<file path="src/rtl/tt_pkg.sv">
// ----------------------------------------------------------------------------
// tt_pkg: shared widths and types for the triangle tangent block
// Fixed-point widths of the delta, product and division datapath, plus the
// result bundle that the iterative divider hands back to the sequencer.
// ----------------------------------------------------------------------------
package tt_pkg;

    localparam int POS_W     = 32;              // corner position, Q16.16
    localparam int UV_W      = 24;              // texture coordinate, Q4.20
    localparam int UV_FRAC   = 20;              // fraction bits of a UV value
    localparam int OUT_W     = 32;              // tangent component, Q16.16

    localparam int EDGE_W    = POS_W + 1;       // position difference
    localparam int DUV_W     = UV_W + 1;        // UV difference
    localparam int PROD_W    = DUV_W + EDGE_W;  // one multiplier product
    localparam int NUM_W     = PROD_W + 1;      // numerator (product difference)
    localparam int DET_W     = 2 * DUV_W + 1;   // UV determinant
    localparam int Q_W       = OUT_W + 1;       // quotient bits kept by divider
    localparam int DIV_SHIFT = Q_W - UV_FRAC;   // numerator bits below first step
    localparam int REM_W     = DET_W + 1;       // partial remainder
    localparam int CNT_W     = $clog2(Q_W);     // divider step counter

    localparam logic [OUT_W-1:0] SAT_POS = {1'b0, {(OUT_W-1){1'b1}}};
    localparam logic [OUT_W-1:0] SAT_NEG = {1'b1, {(OUT_W-1){1'b0}}};

    typedef struct packed {
        logic           done;   // one-cycle pulse, quotient valid
        logic           ovf;    // quotient is 2^Q_W or more
        logic [Q_W-1:0] quot;   // unsigned quotient magnitude
    } div_res_t;

endpackage

</file>
<file path="src/rtl/triangle_tangent_from_uv.sv">
// ----------------------------------------------------------------------------
// triangle_tangent_from_uv: per-triangle tangent from position and UV deltas
// Groups incoming corners by three, then forms
//   T = (dv2 * edge1 - dv1 * edge2) / (du1 * dv2 - du2 * dv1)
// with one shared multiplier and one bit-serial divider under a sequencer.
//
//   channel | signals                                  | dir | handshake
//   --------+------------------------------------------+-----+----------------
//   corner  | pos_x/y/z, tex_u/v, mesh_end             | in  | in_valid/ready
//   tangent | tangent_x/y/z, degenerate, clipped       | out | out_valid/ready
//
// First and second corners of a triangle are taken without a stall.
// A third corner holds in_ready low while the sequencer forms the
// determinant, then for each component the numerator and a quotient from
// the bit-serial divider, and finally hands the result off. A zero
// determinant skips the components and goes straight to the hand-off.
// Asynchronous active-low reset clears the corner count and the sequencer.
// A result that waits in the output register does not block first and
// second corners; the next triangle holds in its last step until it drains.
// ----------------------------------------------------------------------------
module triangle_tangent_from_uv (
    input  logic                            clk,
    input  logic                            rst_n,
    input  logic                            in_valid,
    output logic                            in_ready,
    input  logic signed [tt_pkg::POS_W-1:0] pos_x,
    input  logic signed [tt_pkg::POS_W-1:0] pos_y,
    input  logic signed [tt_pkg::POS_W-1:0] pos_z,
    input  logic signed [tt_pkg::UV_W-1:0]  tex_u,
    input  logic signed [tt_pkg::UV_W-1:0]  tex_v,
    input  logic                            mesh_end,
    output logic                            out_valid,
    input  logic                            out_ready,
    output logic signed [tt_pkg::OUT_W-1:0] tangent_x,
    output logic signed [tt_pkg::OUT_W-1:0] tangent_y,
    output logic signed [tt_pkg::OUT_W-1:0] tangent_z,
    output logic                            degenerate,
    output logic                            clipped
);
    import tt_pkg::*;

    typedef enum logic [3:0] {
        S_IDLE,     // take corners
        S_MUL_A,    // first product of a pair
        S_MUL_B,    // second product, latch the first
        S_SUB,      // difference of the pair
        S_DCHK,     // test determinant, take its magnitude
        S_NABS,     // numerator magnitude and result sign
        S_DSTART,   // launch the divider
        S_DIV,      // wait for the quotient, saturate
        S_DONE      // hand the result to the output register
    } state_t;

    // control
    state_t     state_reg, state_next;
    logic [1:0] cc_reg, cc_next;
    logic       det_phase_reg, det_phase_next;
    logic [1:0] comp_reg, comp_next;
    logic       out_valid_reg, out_valid_next;

    // held corners and deltas
    logic signed [POS_W-1:0]  held_pos_reg [0:1][0:2];
    logic signed [UV_W-1:0]   held_u_reg   [0:1];
    logic signed [UV_W-1:0]   held_v_reg   [0:1];
    logic signed [POS_W-1:0]  pos_in       [0:2];
    logic signed [EDGE_W-1:0] e1_reg       [0:2];
    logic signed [EDGE_W-1:0] e2_reg       [0:2];
    logic signed [DUV_W-1:0]  du1_reg, dv1_reg, du2_reg, dv2_reg;

    // shared multiplier and accumulation
    logic signed [DUV_W-1:0]  mul_a;
    logic signed [EDGE_W-1:0] mul_b;
    logic signed [PROD_W-1:0] mul_p;
    logic signed [PROD_W-1:0] prod_reg, acc_reg;
    logic signed [NUM_W-1:0]  diff;
    logic                     mul_second;

    // determinant, numerator and division
    logic signed [DET_W-1:0] det_reg;
    logic [DET_W-1:0]        det_abs, det_mag_reg;
    logic                    det_neg_reg;
    logic signed [NUM_W-1:0] num_reg;
    logic [NUM_W-1:0]        num_abs, dvd_reg;
    logic                    neg_reg;
    logic                    div_start;
    div_res_t                div_res;
    logic [OUT_W-1:0]        sat_val;
    logic                    sat_clip;

    // result
    logic [OUT_W-1:0] tan_reg [0:2];
    logic             degen_reg, clip_reg;
    logic [OUT_W-1:0] out_x_reg, out_y_reg, out_z_reg;
    logic             out_degen_reg, out_clip_reg;

    logic in_acc;
    logic out_free;

    assign in_ready = (state_reg == S_IDLE);
    assign in_acc   = in_valid && in_ready;
    assign out_free = !out_valid_reg || out_ready;

    assign pos_in[0] = pos_x;
    assign pos_in[1] = pos_y;
    assign pos_in[2] = pos_z;

    // ------------------------------------------------------------------
    // Operand select: the determinant pairs UV deltas, each component
    // pairs a V delta with an edge.
    // ------------------------------------------------------------------
    assign mul_second = (state_reg == S_MUL_B);

    always_comb
    begin
        if (det_phase_reg)
        begin
            mul_a = mul_second ? du2_reg : du1_reg;
            mul_b = mul_second ? {{(EDGE_W-DUV_W){dv1_reg[DUV_W-1]}}, dv1_reg}
                               : {{(EDGE_W-DUV_W){dv2_reg[DUV_W-1]}}, dv2_reg};
        end
        else
        begin
            mul_a = mul_second ? dv1_reg : dv2_reg;
            mul_b = mul_second ? e2_reg[comp_reg] : e1_reg[comp_reg];
        end
    end

    assign mul_p = mul_a * mul_b;
    assign diff  = {acc_reg[PROD_W-1], acc_reg} - {prod_reg[PROD_W-1], prod_reg};

    assign det_abs = det_reg[DET_W-1] ? (~det_reg + 1'b1) : det_reg;
    assign num_abs = num_reg[NUM_W-1] ? (~num_reg + 1'b1) : num_reg;

    // ------------------------------------------------------------------
    // Divider: magnitudes in, quotient magnitude out
    // ------------------------------------------------------------------
    assign div_start = (state_reg == S_DSTART);

    tt_div u_div (
        .clk      (clk),
        .rst_n    (rst_n),
        .start    (div_start),
        .dividend (dvd_reg),
        .divisor  (det_mag_reg),
        .res      (div_res)
    );

    // Apply the sign and clamp to the Q16.16 range.
    always_comb
    begin
        if (neg_reg)
        begin
            sat_clip = div_res.ovf || (div_res.quot > {1'b0, SAT_NEG});
            sat_val  = sat_clip ? SAT_NEG : (~div_res.quot[OUT_W-1:0] + 1'b1);
        end
        else
        begin
            sat_clip = div_res.ovf || (div_res.quot > {1'b0, SAT_POS});
            sat_val  = sat_clip ? SAT_POS : div_res.quot[OUT_W-1:0];
        end
    end

    // ------------------------------------------------------------------
    // Sequencer
    // ------------------------------------------------------------------
    always_comb
    begin
        state_next     = state_reg;
        cc_next        = cc_reg;
        det_phase_next = det_phase_reg;
        comp_next      = comp_reg;
        unique case (state_reg)
            S_IDLE:
            begin
                if (in_acc)
                begin
                    if (!cc_reg[1])
                    begin
                        // drop a partial triangle at the end of a mesh
                        cc_next = mesh_end ? 2'd0 : cc_reg + 2'd1;
                    end
                    else
                    begin
                        cc_next        = 2'd0;
                        det_phase_next = 1'b1;
                        state_next     = S_MUL_A;
                    end
                end
            end
            S_MUL_A:
            begin
                state_next = S_MUL_B;
            end
            S_MUL_B:
            begin
                state_next = S_SUB;
            end
            S_SUB:
            begin
                state_next = det_phase_reg ? S_DCHK : S_NABS;
            end
            S_DCHK:
            begin
                if (det_reg == '0)
                begin
                    state_next = S_DONE;
                end
                else
                begin
                    det_phase_next = 1'b0;
                    comp_next      = 2'd0;
                    state_next     = S_MUL_A;
                end
            end
            S_NABS:
            begin
                state_next = S_DSTART;
            end
            S_DSTART:
            begin
                state_next = S_DIV;
            end
            S_DIV:
            begin
                if (div_res.done)
                begin
                    if (comp_reg == 2'd2)
                    begin
                        state_next = S_DONE;
                    end
                    else
                    begin
                        comp_next  = comp_reg + 2'd1;
                        state_next = S_MUL_A;
                    end
                end
            end
            S_DONE:
            begin
                if (out_free)
                begin
                    state_next = S_IDLE;
                end
            end
            default:
            begin
                state_next = S_IDLE;
            end
        endcase
    end

    always_comb
    begin
        if ((state_reg == S_DONE) && out_free)
        begin
            out_valid_next = 1'b1;
        end
        else if (out_ready)
        begin
            out_valid_next = 1'b0;
        end
        else
        begin
            out_valid_next = out_valid_reg;
        end
    end

    always_ff @(posedge clk or negedge rst_n)
    begin
        if (!rst_n)
        begin
            state_reg     <= S_IDLE;
            cc_reg        <= 2'd0;
            det_phase_reg <= 1'b0;
            comp_reg      <= 2'd0;
            out_valid_reg <= 1'b0;
        end
        else
        begin
            state_reg     <= state_next;
            cc_reg        <= cc_next;
            det_phase_reg <= det_phase_next;
            comp_reg      <= comp_next;
            out_valid_reg <= out_valid_next;
        end
    end

    // ------------------------------------------------------------------
    // Datapath registers
    // ------------------------------------------------------------------
    always_ff @(posedge clk)
    begin
        if (in_acc)
        begin
            if (!cc_reg[1])
            begin
                // hold the first or second corner
                for (int c = 0; c < 3; c++)
                begin
                    held_pos_reg[cc_reg[0]][c] <= pos_in[c];
                end
                held_u_reg[cc_reg[0]] <= tex_u;
                held_v_reg[cc_reg[0]] <= tex_v;
            end
            else
            begin
                // third corner: form all deltas against corner zero
                for (int c = 0; c < 3; c++)
                begin
                    e1_reg[c] <= {held_pos_reg[1][c][POS_W-1], held_pos_reg[1][c]}
                               - {held_pos_reg[0][c][POS_W-1], held_pos_reg[0][c]};
                    e2_reg[c] <= {pos_in[c][POS_W-1], pos_in[c]}
                               - {held_pos_reg[0][c][POS_W-1], held_pos_reg[0][c]};
                end
                du1_reg <= {held_u_reg[1][UV_W-1], held_u_reg[1]}
                         - {held_u_reg[0][UV_W-1], held_u_reg[0]};
                dv1_reg <= {held_v_reg[1][UV_W-1], held_v_reg[1]}
                         - {held_v_reg[0][UV_W-1], held_v_reg[0]};
                du2_reg <= {tex_u[UV_W-1], tex_u}
                         - {held_u_reg[0][UV_W-1], held_u_reg[0]};
                dv2_reg <= {tex_v[UV_W-1], tex_v}
                         - {held_v_reg[0][UV_W-1], held_v_reg[0]};
            end
        end

        case (state_reg)
            S_MUL_A:
            begin
                prod_reg <= mul_p;
            end
            S_MUL_B:
            begin
                acc_reg  <= prod_reg;
                prod_reg <= mul_p;
            end
            S_SUB:
            begin
                det_reg <= diff[DET_W-1:0];
                num_reg <= diff;
            end
            S_DCHK:
            begin
                det_mag_reg <= det_abs;
                det_neg_reg <= det_reg[DET_W-1];
                clip_reg    <= 1'b0;
                degen_reg   <= (det_reg == '0);
                if (det_reg == '0)
                begin
                    for (int c = 0; c < 3; c++)
                    begin
                        tan_reg[c] <= '0;
                    end
                end
            end
            S_NABS:
            begin
                dvd_reg <= num_abs;
                neg_reg <= num_reg[NUM_W-1] ^ det_neg_reg;
            end
            S_DIV:
            begin
                if (div_res.done)
                begin
                    tan_reg[comp_reg] <= sat_val;
                    clip_reg          <= clip_reg | sat_clip;
                end
            end
            S_DONE:
            begin
                if (out_free)
                begin
                    out_x_reg     <= tan_reg[0];
                    out_y_reg     <= tan_reg[1];
                    out_z_reg     <= tan_reg[2];
                    out_degen_reg <= degen_reg;
                    out_clip_reg  <= clip_reg;
                end
            end
            default:
            begin
            end
        endcase
    end

    assign out_valid  = out_valid_reg;
    assign tangent_x  = out_x_reg;
    assign tangent_y  = out_y_reg;
    assign tangent_z  = out_z_reg;
    assign degenerate = out_degen_reg;
    assign clipped    = out_clip_reg;

`ifndef SYNTHESIS
    // a degenerate triangle carries a zero tangent and no clip
    assert property (@(posedge clk) disable iff (!rst_n)
        out_valid && degenerate |-> (tangent_x == '0) && (tangent_y == '0)
                                    && (tangent_z == '0) && !clipped)
        else $error("degenerate result with nonzero tangent or clip");

    // the divider only reports while the sequencer waits for it
    assert property (@(posedge clk) disable iff (!rst_n)
        div_res.done |-> (state_reg == S_DIV))
        else $error("divider result outside the divide step");

    // an overflowing quotient must mark the triangle clipped
    assert property (@(posedge clk) disable iff (!rst_n)
        div_res.done && div_res.ovf |=> clip_reg)
        else $error("quotient overflow without clip");

    // input stalls only after a third corner
    assert property (@(posedge clk) disable iff (!rst_n)
        $fell(in_ready) |-> ($past(cc_reg) == 2'd2))
        else $error("busy without a complete triangle");
`endif

endmodule

</file>
<file path="src/rtl/tt_div.sv">
// ----------------------------------------------------------------------------
// tt_div: iterative restoring divider, one quotient bit per cycle
// Computes floor(dividend * 2^UV_FRAC / divisor) on magnitudes. A first check
// flags quotients that do not fit in Q_W bits; otherwise Q_W steps follow.
// ----------------------------------------------------------------------------
module tt_div (
    input  logic                     clk,
    input  logic                     rst_n,
    input  logic                     start,
    input  logic [tt_pkg::NUM_W-1:0] dividend,
    input  logic [tt_pkg::DET_W-1:0] divisor,
    output tt_pkg::div_res_t         res
);
    import tt_pkg::*;

    typedef enum logic [1:0] {D_IDLE, D_CHECK, D_RUN} state_t;

    state_t           state_reg, state_next;
    logic [CNT_W-1:0] cnt_reg, cnt_next;
    logic             done_reg, done_next;
    logic             ovf_reg, ovf_next;
    logic [REM_W-1:0] rem_reg, rem_next;
    logic [Q_W-1:0]   low_reg, low_next;
    logic [Q_W-1:0]   quot_reg, quot_next;
    logic [DET_W-1:0] dsr_reg, dsr_next;
    logic [REM_W-1:0] trial;
    logic [REM_W-1:0] dsr_ext;
    logic             fits;

    assign dsr_ext = {1'b0, dsr_reg};
    assign trial   = {rem_reg[REM_W-2:0], low_reg[Q_W-1]};
    assign fits    = (trial >= dsr_ext);

    always_comb
    begin
        state_next = state_reg;
        cnt_next   = cnt_reg;
        done_next  = 1'b0;
        ovf_next   = ovf_reg;
        rem_next   = rem_reg;
        low_next   = low_reg;
        quot_next  = quot_reg;
        dsr_next   = dsr_reg;
        unique case (state_reg)
            D_IDLE:
            begin
                if (start)
                begin
                    rem_next   = REM_W'(dividend >> DIV_SHIFT);
                    low_next   = {dividend[DIV_SHIFT-1:0], {UV_FRAC{1'b0}}};
                    dsr_next   = divisor;
                    quot_next  = '0;
                    ovf_next   = 1'b0;
                    state_next = D_CHECK;
                end
            end
            D_CHECK:
            begin
                cnt_next = '0;
                // the top bits alone already reach the divisor: too large
                if (rem_reg >= dsr_ext)
                begin
                    ovf_next   = 1'b1;
                    done_next  = 1'b1;
                    state_next = D_IDLE;
                end
                else
                begin
                    state_next = D_RUN;
                end
            end
            D_RUN:
            begin
                rem_next  = fits ? (trial - dsr_ext) : trial;
                quot_next = {quot_reg[Q_W-2:0], fits};
                low_next  = low_reg << 1;
                cnt_next  = cnt_reg + 1'b1;
                if (cnt_reg == CNT_W'(Q_W - 1))
                begin
                    done_next  = 1'b1;
                    state_next = D_IDLE;
                end
            end
            default:
            begin
                state_next = D_IDLE;
            end
        endcase
    end

    always_ff @(posedge clk or negedge rst_n)
    begin
        if (!rst_n)
        begin
            state_reg <= D_IDLE;
            cnt_reg   <= '0;
            done_reg  <= 1'b0;
        end
        else
        begin
            state_reg <= state_next;
            cnt_reg   <= cnt_next;
            done_reg  <= done_next;
        end
    end

    always_ff @(posedge clk)
    begin
        ovf_reg  <= ovf_next;
        rem_reg  <= rem_next;
        low_reg  <= low_next;
        quot_reg <= quot_next;
        dsr_reg  <= dsr_next;
    end

    assign res.done = done_reg;
    assign res.ovf  = ovf_reg;
    assign res.quot = quot_reg;

endmodule

</file>
<file path="config.mk">
export PLATFORM = sky130hd
export DESIGN_NAME = triangle_tangent_from_uv
export DESIGN_NICKNAME = d
export VERILOG_FILES = /design/src/rtl/tt_pkg.sv /design/src/rtl/triangle_tangent_from_uv.sv /design/src/rtl/tt_div.sv
export SDC_FILE = /design/constraint.sdc
export NUM_CORES = 2
export LEC_CHECK = 0
export BUFFER_PORTS_ARGS = -buffer_cell sky130_fd_sc_hd__buf_2
export CAP_MARGIN = 15
export CELL_PAD_IN_SITES_DETAIL_PLACEMENT = 2
export CELL_PAD_IN_SITES_GLOBAL_PLACEMENT = 2
export CORE_MARGIN = 3
export CORE_UTILIZATION = 47
export CTS_CLUSTER_SIZE = 40
export DETAILED_ROUTE_END_ITERATION = 8
export PLACE_DENSITY = 0.85
export SYNTH_ARGS = -nofsm -noshare
export SYNTH_HDL_FRONTEND = slang
export SYNTH_SLANG_ARGS = --single-unit
</file>
<file path="constraint.sdc">
create_clock -name clk -period 24.6 [get_ports clk]
set_clock_uncertainty 0.15 [all_clocks]
set_input_delay 1.23 -clock clk [delete_from_list [all_inputs] [get_ports clk]]
set_output_delay 1.23 -clock clk [all_outputs]
set_load 0.005 [all_outputs]
</file>
======== Word-level counts from Yosys, hierarchy flattened ========
Memory sizes are Yosys's and may differ from the RTL's. A register that Yosys moved wholly into a read port is not among the register bits.
Cells that the tools add are included.
storage, ports and cells
  input port bits ......................... 149
  memories ................................ 6
  RAM bits ................................ 582
  word-level logic and storage cells ...... 181
  register bits after elaboration ......... 631
memories
  name          words  bits a word  read ports  clocked after Yosys merged registers in  write ports  RTL line                        text
  held_pos_reg  2      96           2           0                                        1            triangle_tangent_from_uv.sv:62  logic signed [POS_W-1:0] held_pos_reg [0:1][0:2];
  e1_reg        3      33           1           0                                        3            triangle_tangent_from_uv.sv:66  logic signed [EDGE_W-1:0] e1_reg [0:2];
  e2_reg        3      33           1           0                                        3            triangle_tangent_from_uv.sv:67  logic signed [EDGE_W-1:0] e2_reg [0:2];
  tan_reg       3      32           3           3                                        3            triangle_tangent_from_uv.sv:91  logic [OUT_W-1:0] tan_reg [0:2];
  held_u_reg    2      24           2           0                                        1            triangle_tangent_from_uv.sv:63  logic signed [UV_W-1:0] held_u_reg [0:1];
  held_v_reg    2      24           2           0                                        1            triangle_tangent_from_uv.sv:64  logic signed [UV_W-1:0] held_v_reg [0:1];
operators by class
  bitwise logic cells ..................... 5
  multipliers ............................. 1
  order comparisons ....................... 4
  reductions and logical operators ........ 28
  $add $sub $neg .......................... 18
  mux-type cells .......................... 67
  eq/ne operators ......................... 21
operator list
  cell                                                                                number
  32-bit by 32-bit subtractor with 33-bit output                                      6
  33-bit two-way mux                                                                  5
  33-bit case mux with 2 select lines                                                 2
  32-bit two-way mux                                                                  4
  52-bit by 51-bit >= comparator with 1-bit output                                    2
  52-bit two-way mux                                                                  2
  52-bit case mux with 2 select lines                                                 1
  24-bit by 24-bit subtractor with 25-bit output                                      4
  25-bit two-way mux                                                                  3
  59-bit by 1-bit adder with 59-bit output (second input constant)                    1
  59-bit inverter                                                                     1
  58-bit by 58-bit subtractor with 59-bit output                                      1
  25-bit by 33-bit multiplier with 58-bit output                                      1
  58-bit two-way mux                                                                  1
  52-bit by 51-bit subtractor with 52-bit output                                      1
  51-bit by 1-bit adder with 51-bit output (second input constant)                    1
  51-bit zero test                                                                    1
  51-bit inverter                                                                     1
  50-bit two-way mux                                                                  1
  4-bit case mux with 9 select lines                                                  1
  33-bit by 31-bit greater-than comparator with 1-bit output (second input constant)  1
  33-bit by 32-bit greater-than comparator with 1-bit output (second input constant)  1
  32-bit by 1-bit adder with 32-bit output (second input constant)                    1
  32-bit inverter                                                                     1
  31 further kinds                                                                    100

======== Depth between registers and ports, before layout ========
  depth in word-level cells ............... 6
  mapped depth ............................ 38

======== Cells and area by module ========
A second synthesis with hierarchy kept.
second synthesis, totals
  cells, all modules ...................... 8888
  area, all modules ....................... 95385.2 um^2
by module, submodules not included
  module                    area each (um^2)  sequential area each (um^2)  instances  cells each
  triangle_tangent_from_uv  84472.3           32351.0                      1          7835
  tt_div                    10913.0           4729.5                       1          1053

======== Least setup slack after synthesis ========
OpenSTA, ideal clock, no wires.
  path type ............................... input -> register
  start ................................... in in_valid
  end ..................................... reg du1_reg[0] (enable)
  data required time ...................... 23.485 ns
  path slack .............................. 9.769 ns
  data arrival time ....................... 13.716 ns
  cell stages on the path ................. 2
  cell sequence ........................... nand2_1 -> nor2_1
on the way
  cells in the longest elaborated chain, start to end .. 2
RTL lines
  what                                  RTL line                         text
  start: declaration                    triangle_tangent_from_uv.sv:24   input logic in_valid,
  1-bit logical AND                     triangle_tangent_from_uv.sv:100  assign in_acc = in_valid && in_ready;
  2-bit AND reduction (no source line)  --
  end signal: assignment                triangle_tangent_from_uv.sv:315  du1_reg <= {held_u_reg[1][UV_W-1], held_u_reg[1]}
  end: declaration                      triangle_tangent_from_uv.sv:68   logic signed [DUV_W-1:0] du1_reg, dv1_reg, du2_reg, dv2_reg;
No other way between the ends.
A chain may end at the register's enable or synchronous reset.

======== Final worst setup path ========
  start ................................... reg state_reg[0]
  end ..................................... reg prod_reg[54] (data pin)
on the way
  cells in the longest elaborated chain, start to end .. 4
  elaborated cells on any way between the ends .. 8
  those cells by class .................... 1 x mul; 1 x eq/ne; 6 x mux
RTL lines
  what                                                             RTL line                         text
  start: declaration                                               triangle_tangent_from_uv.sv:55   state_t state_reg, state_next;
  start signal: assignment                                         triangle_tangent_from_uv.sv:280  state_reg <= state_next;
  4-bit by 2-bit equality test with 1-bit output *                 triangle_tangent_from_uv.sv:111  assign mul_second = (state_reg == S_MUL_B);
  25-bit two-way mux (tied with other cells)                       triangle_tangent_from_uv.sv:123  mul_a = mul_second ? dv1_reg : dv2_reg;
  25-bit two-way mux / 33-bit two-way mux (equally long branches)  triangle_tangent_from_uv.sv:115  if (det_phase_reg)
  25-bit by 33-bit multiplier with 58-bit output *                 triangle_tangent_from_uv.sv:128  assign mul_p = mul_a * mul_b;
  via mul_p[54]                                                    triangle_tangent_from_uv.sv:73   logic signed [PROD_W-1:0] mul_p;
  end signal: assignment                                           triangle_tangent_from_uv.sv:329  prod_reg <= mul_p;
  end signal: assignment                                           triangle_tangent_from_uv.sv:334  prod_reg <= mul_p;
  end: declaration                                                 triangle_tangent_from_uv.sv:74   logic signed [PROD_W-1:0] prod_reg, acc_reg;
The timed path passes the listed nets; every way through them passes the cells marked *.

==> summary.txt <==
Status
  – Status: complete, but fails checks
  – Violated checks: capacitance limit, slew limit

Final layout
  – Register area: 37100 um^2
  – Multi-input gate area: 52600 um^2
  – Max reg flops: 192
  – Share of cells above drive strength 1: 0.0786
  – Leading cell type in the layout, fill and taps excluded: edfxtp_1
  – Fillers: 19.7k
  – Synthesis-to-finish area growth: 9.60%
  – Most frequent cells in the layout: edfxtp_1 (1219), inv_1 (1218), nand2_1 (860)
  – Layout Cells excl Fill: 11.9k
  – Layout Nets: 10.7k

CTS
  – Num CTS Buffers: between 100 and 150
  – TritonCTS clock tree: done
  – Clock Sinks: 1238
  – Post-CTS Setup Bufs: 0
  – Reg clk slew, reported paths: approximately 70 ps
  – H-tree level count: 4
  – Clk Latency, worst-skew pair: ~860 ps
  – CTS root buffer: clkbuf_16
  – # hold bufs at CTS: 0
  – Longest Clk Path Bufs: 3
  – # resized after CTS: 0

Yosys
  – Count of cell types in the netlist: about 90
  – Dominant cells by area after synthesis: edfxtp_1 (38%), fa_1 (18%), ha_1 (8.1%)
  – Area share of the leading cell type in the synthesized netlist: 0.385
  – Syn_nets: around 10k
  – Syn Area/Cell: 10.7 um^2
  – Ys async rst share: 0.0153
  – Warning count from the yosys run: 0
  – Sequential element share of the synthesized area: 0.390
  – Synth Register Bits: approximately 1.2k
  – Post-Syn Area: 95100 um^2
  – Number of enable flip-flop cells after synthesis: 1219
  – Synth Flop Type: edfxtp_1
  – Synth area leader: edfxtp_1
  – Post-synthesis cell count: 8868

STA
  – Worst hold slack: 243 ps
  – Fmax: 0.0769 GHz
  – Final setup fails: 0
  – Fin. Hold Viols: 0
  – TNS Setup: 0 ps
  – Tmin final: roughly 13000 ps
  – Max Slew Vio Count: 3
  – Max-slew headroom: -0.0245
  – RSZ-0062 raised after global routing: no
  – Final period util: 0.528
  – Worst-Margin Slew: 1520 ps

Global route
  – Initial antenna violation count: 30
  – Pin count of the biggest net entering global routing: 120
  – GRT overflow: 0
  – First-pass GRT wire length: 595000 um
  – Via count of the first global-routing pass: 86.4k
  – Total Routing Usage GR: 0.382

Routing
  – DR WL/cell: 34.2 um
  – Post-Route WL: 406000 um
  – Post-route antenna net violation count: 0
  – Vias/cell: 6.39
  – DR vias: 75.8k
  – First drt pass iteration count: 6
  – Initial DRC Count: about 7.7k
  – DRC viols: 0

Setup path
  – Crit-path slowest cell: fa_1
  – Crit path DAT: 13410 ps
  – CP startpoint: state_reg[0]
  – Critical path class: flip-flop to flip-flop
  – Crit path capture type: flip-flop
  – CP Data Required Time: 25020 ps
  – Register-to-Register Path Depth: 30
  – Setup crit start kind: flip-flop
  – Worst flop-to-flop path startpoint: state_reg[0]
  – Cell mode on critical path: fa_1
  – Max incr delay on CP: around 880 ps
  – CP Max Fanout: 40

Placed design
  – PortBufs: 248
  – Detail Placement HPWL: roughly 280000 um
  – Gpl congestion: 0.902
  – Placed insts: between 10k and 15k

Die
  – Number of core rows: between 150 and 200
  – Initial core utilization: 0.474
  – I/O pin cnt: 249
  – Die ar.: 208000 um^2
  – Core Area: 200000 um^2
  – Die height: 456 um
  – Die X: 456 um

Hold path
  – Worst Hold Class: input port to async pin

Flow run
  – Maxcap violations: 1
==> worst paths after layout <==
check	end	slack, ps
max in group asynchronous	det_phase_reg	23600
worst max-delay path	prod_reg[54]	11600
worst min-delay path	u_div.cnt_reg[1]	240
worst max register to register	prod_reg[54]	11600
worst min register to register	u_div.dsr_reg[8]	270
min in group clk	u_div.dsr_reg[8]	270
==> synth_stat cells (all sizes together), types with 49 or more instances <==
library cell and count:
nor2 787, a21o 225, nor3 92, inv 1220
xnor2 371, o21ai 310, nand2b 98, nand4 56
o21a 98, mux2 49, a31oi 74, fa 854
nand3 143, nand2 860, clkbuf 255, a21oi 389
or3 54, mux2i 92, xor2 98, edfxtp 1219
ha 616, nor2b 148, and2 90, and3 49
==> stage by stage <==
stage	utilization	instance area, um^2	worst slack (ps)
detailed placement	0.496	99400	11990
CTS	0.519	104000	11610
global placement	0.496	99400	12820
finish	0.520	104000	11600
global route	0.520	104000	11420
floorplan	-	95100	9770
==> critical path: cells and delay by family, from the launching register on <==
family,cells,cell delay (ps)
adder cells (fa/ha/maj),8,4770
AND/OR/NAND/NOR,6,2550
buffers and inverters,6,2230
AO/OA/AOI/OAI,8,1960
flip-flops,1,500
multiplexers,1,370
XOR/XNOR,1,100
==> layer usage <==
layer / global-route usage / up-vias / part of all wire
met5: 0 / - / 0.000084
met4: 0.235 / 6 / 0.074
met3: 0.0759 / 1555 / 0.077
met2: 0.660 / 4296 / 0.49
met1: 0.435 / 39400 / 0.35
li1: - / 30600 / -
==> cell families after synthesis <==
family | after synthesis | synth area share
buffers and inverters | 1506 | 0.0597
and+or+nand+nor | 2508 | 0.121
muxes | 174 | 0.0233
DFF | 1238 | 0.390
AOI/OAI and AO/OA | 1503 | 0.103
adders and majority gates | 1470 | 0.261
xor gates and xnor gates | 469 | 0.0432
==> area by class of cell <==
type / instances / area share
multi-input cells: 6124 / 0.504
well taps: 2656 / 0.0319
diodes: 23 / 0.000552
flip-flops and latches: 1238 / 0.356
inverters: 1221 / 0.0440
repair buffers: 334 / 0.0183
clock buffers: 207 / 0.0386
clock inverters: 63 / 0.00666
Power is not shown: default switching activity piles up to over one toggle a cycle in this logic, so the estimate is an artifact.
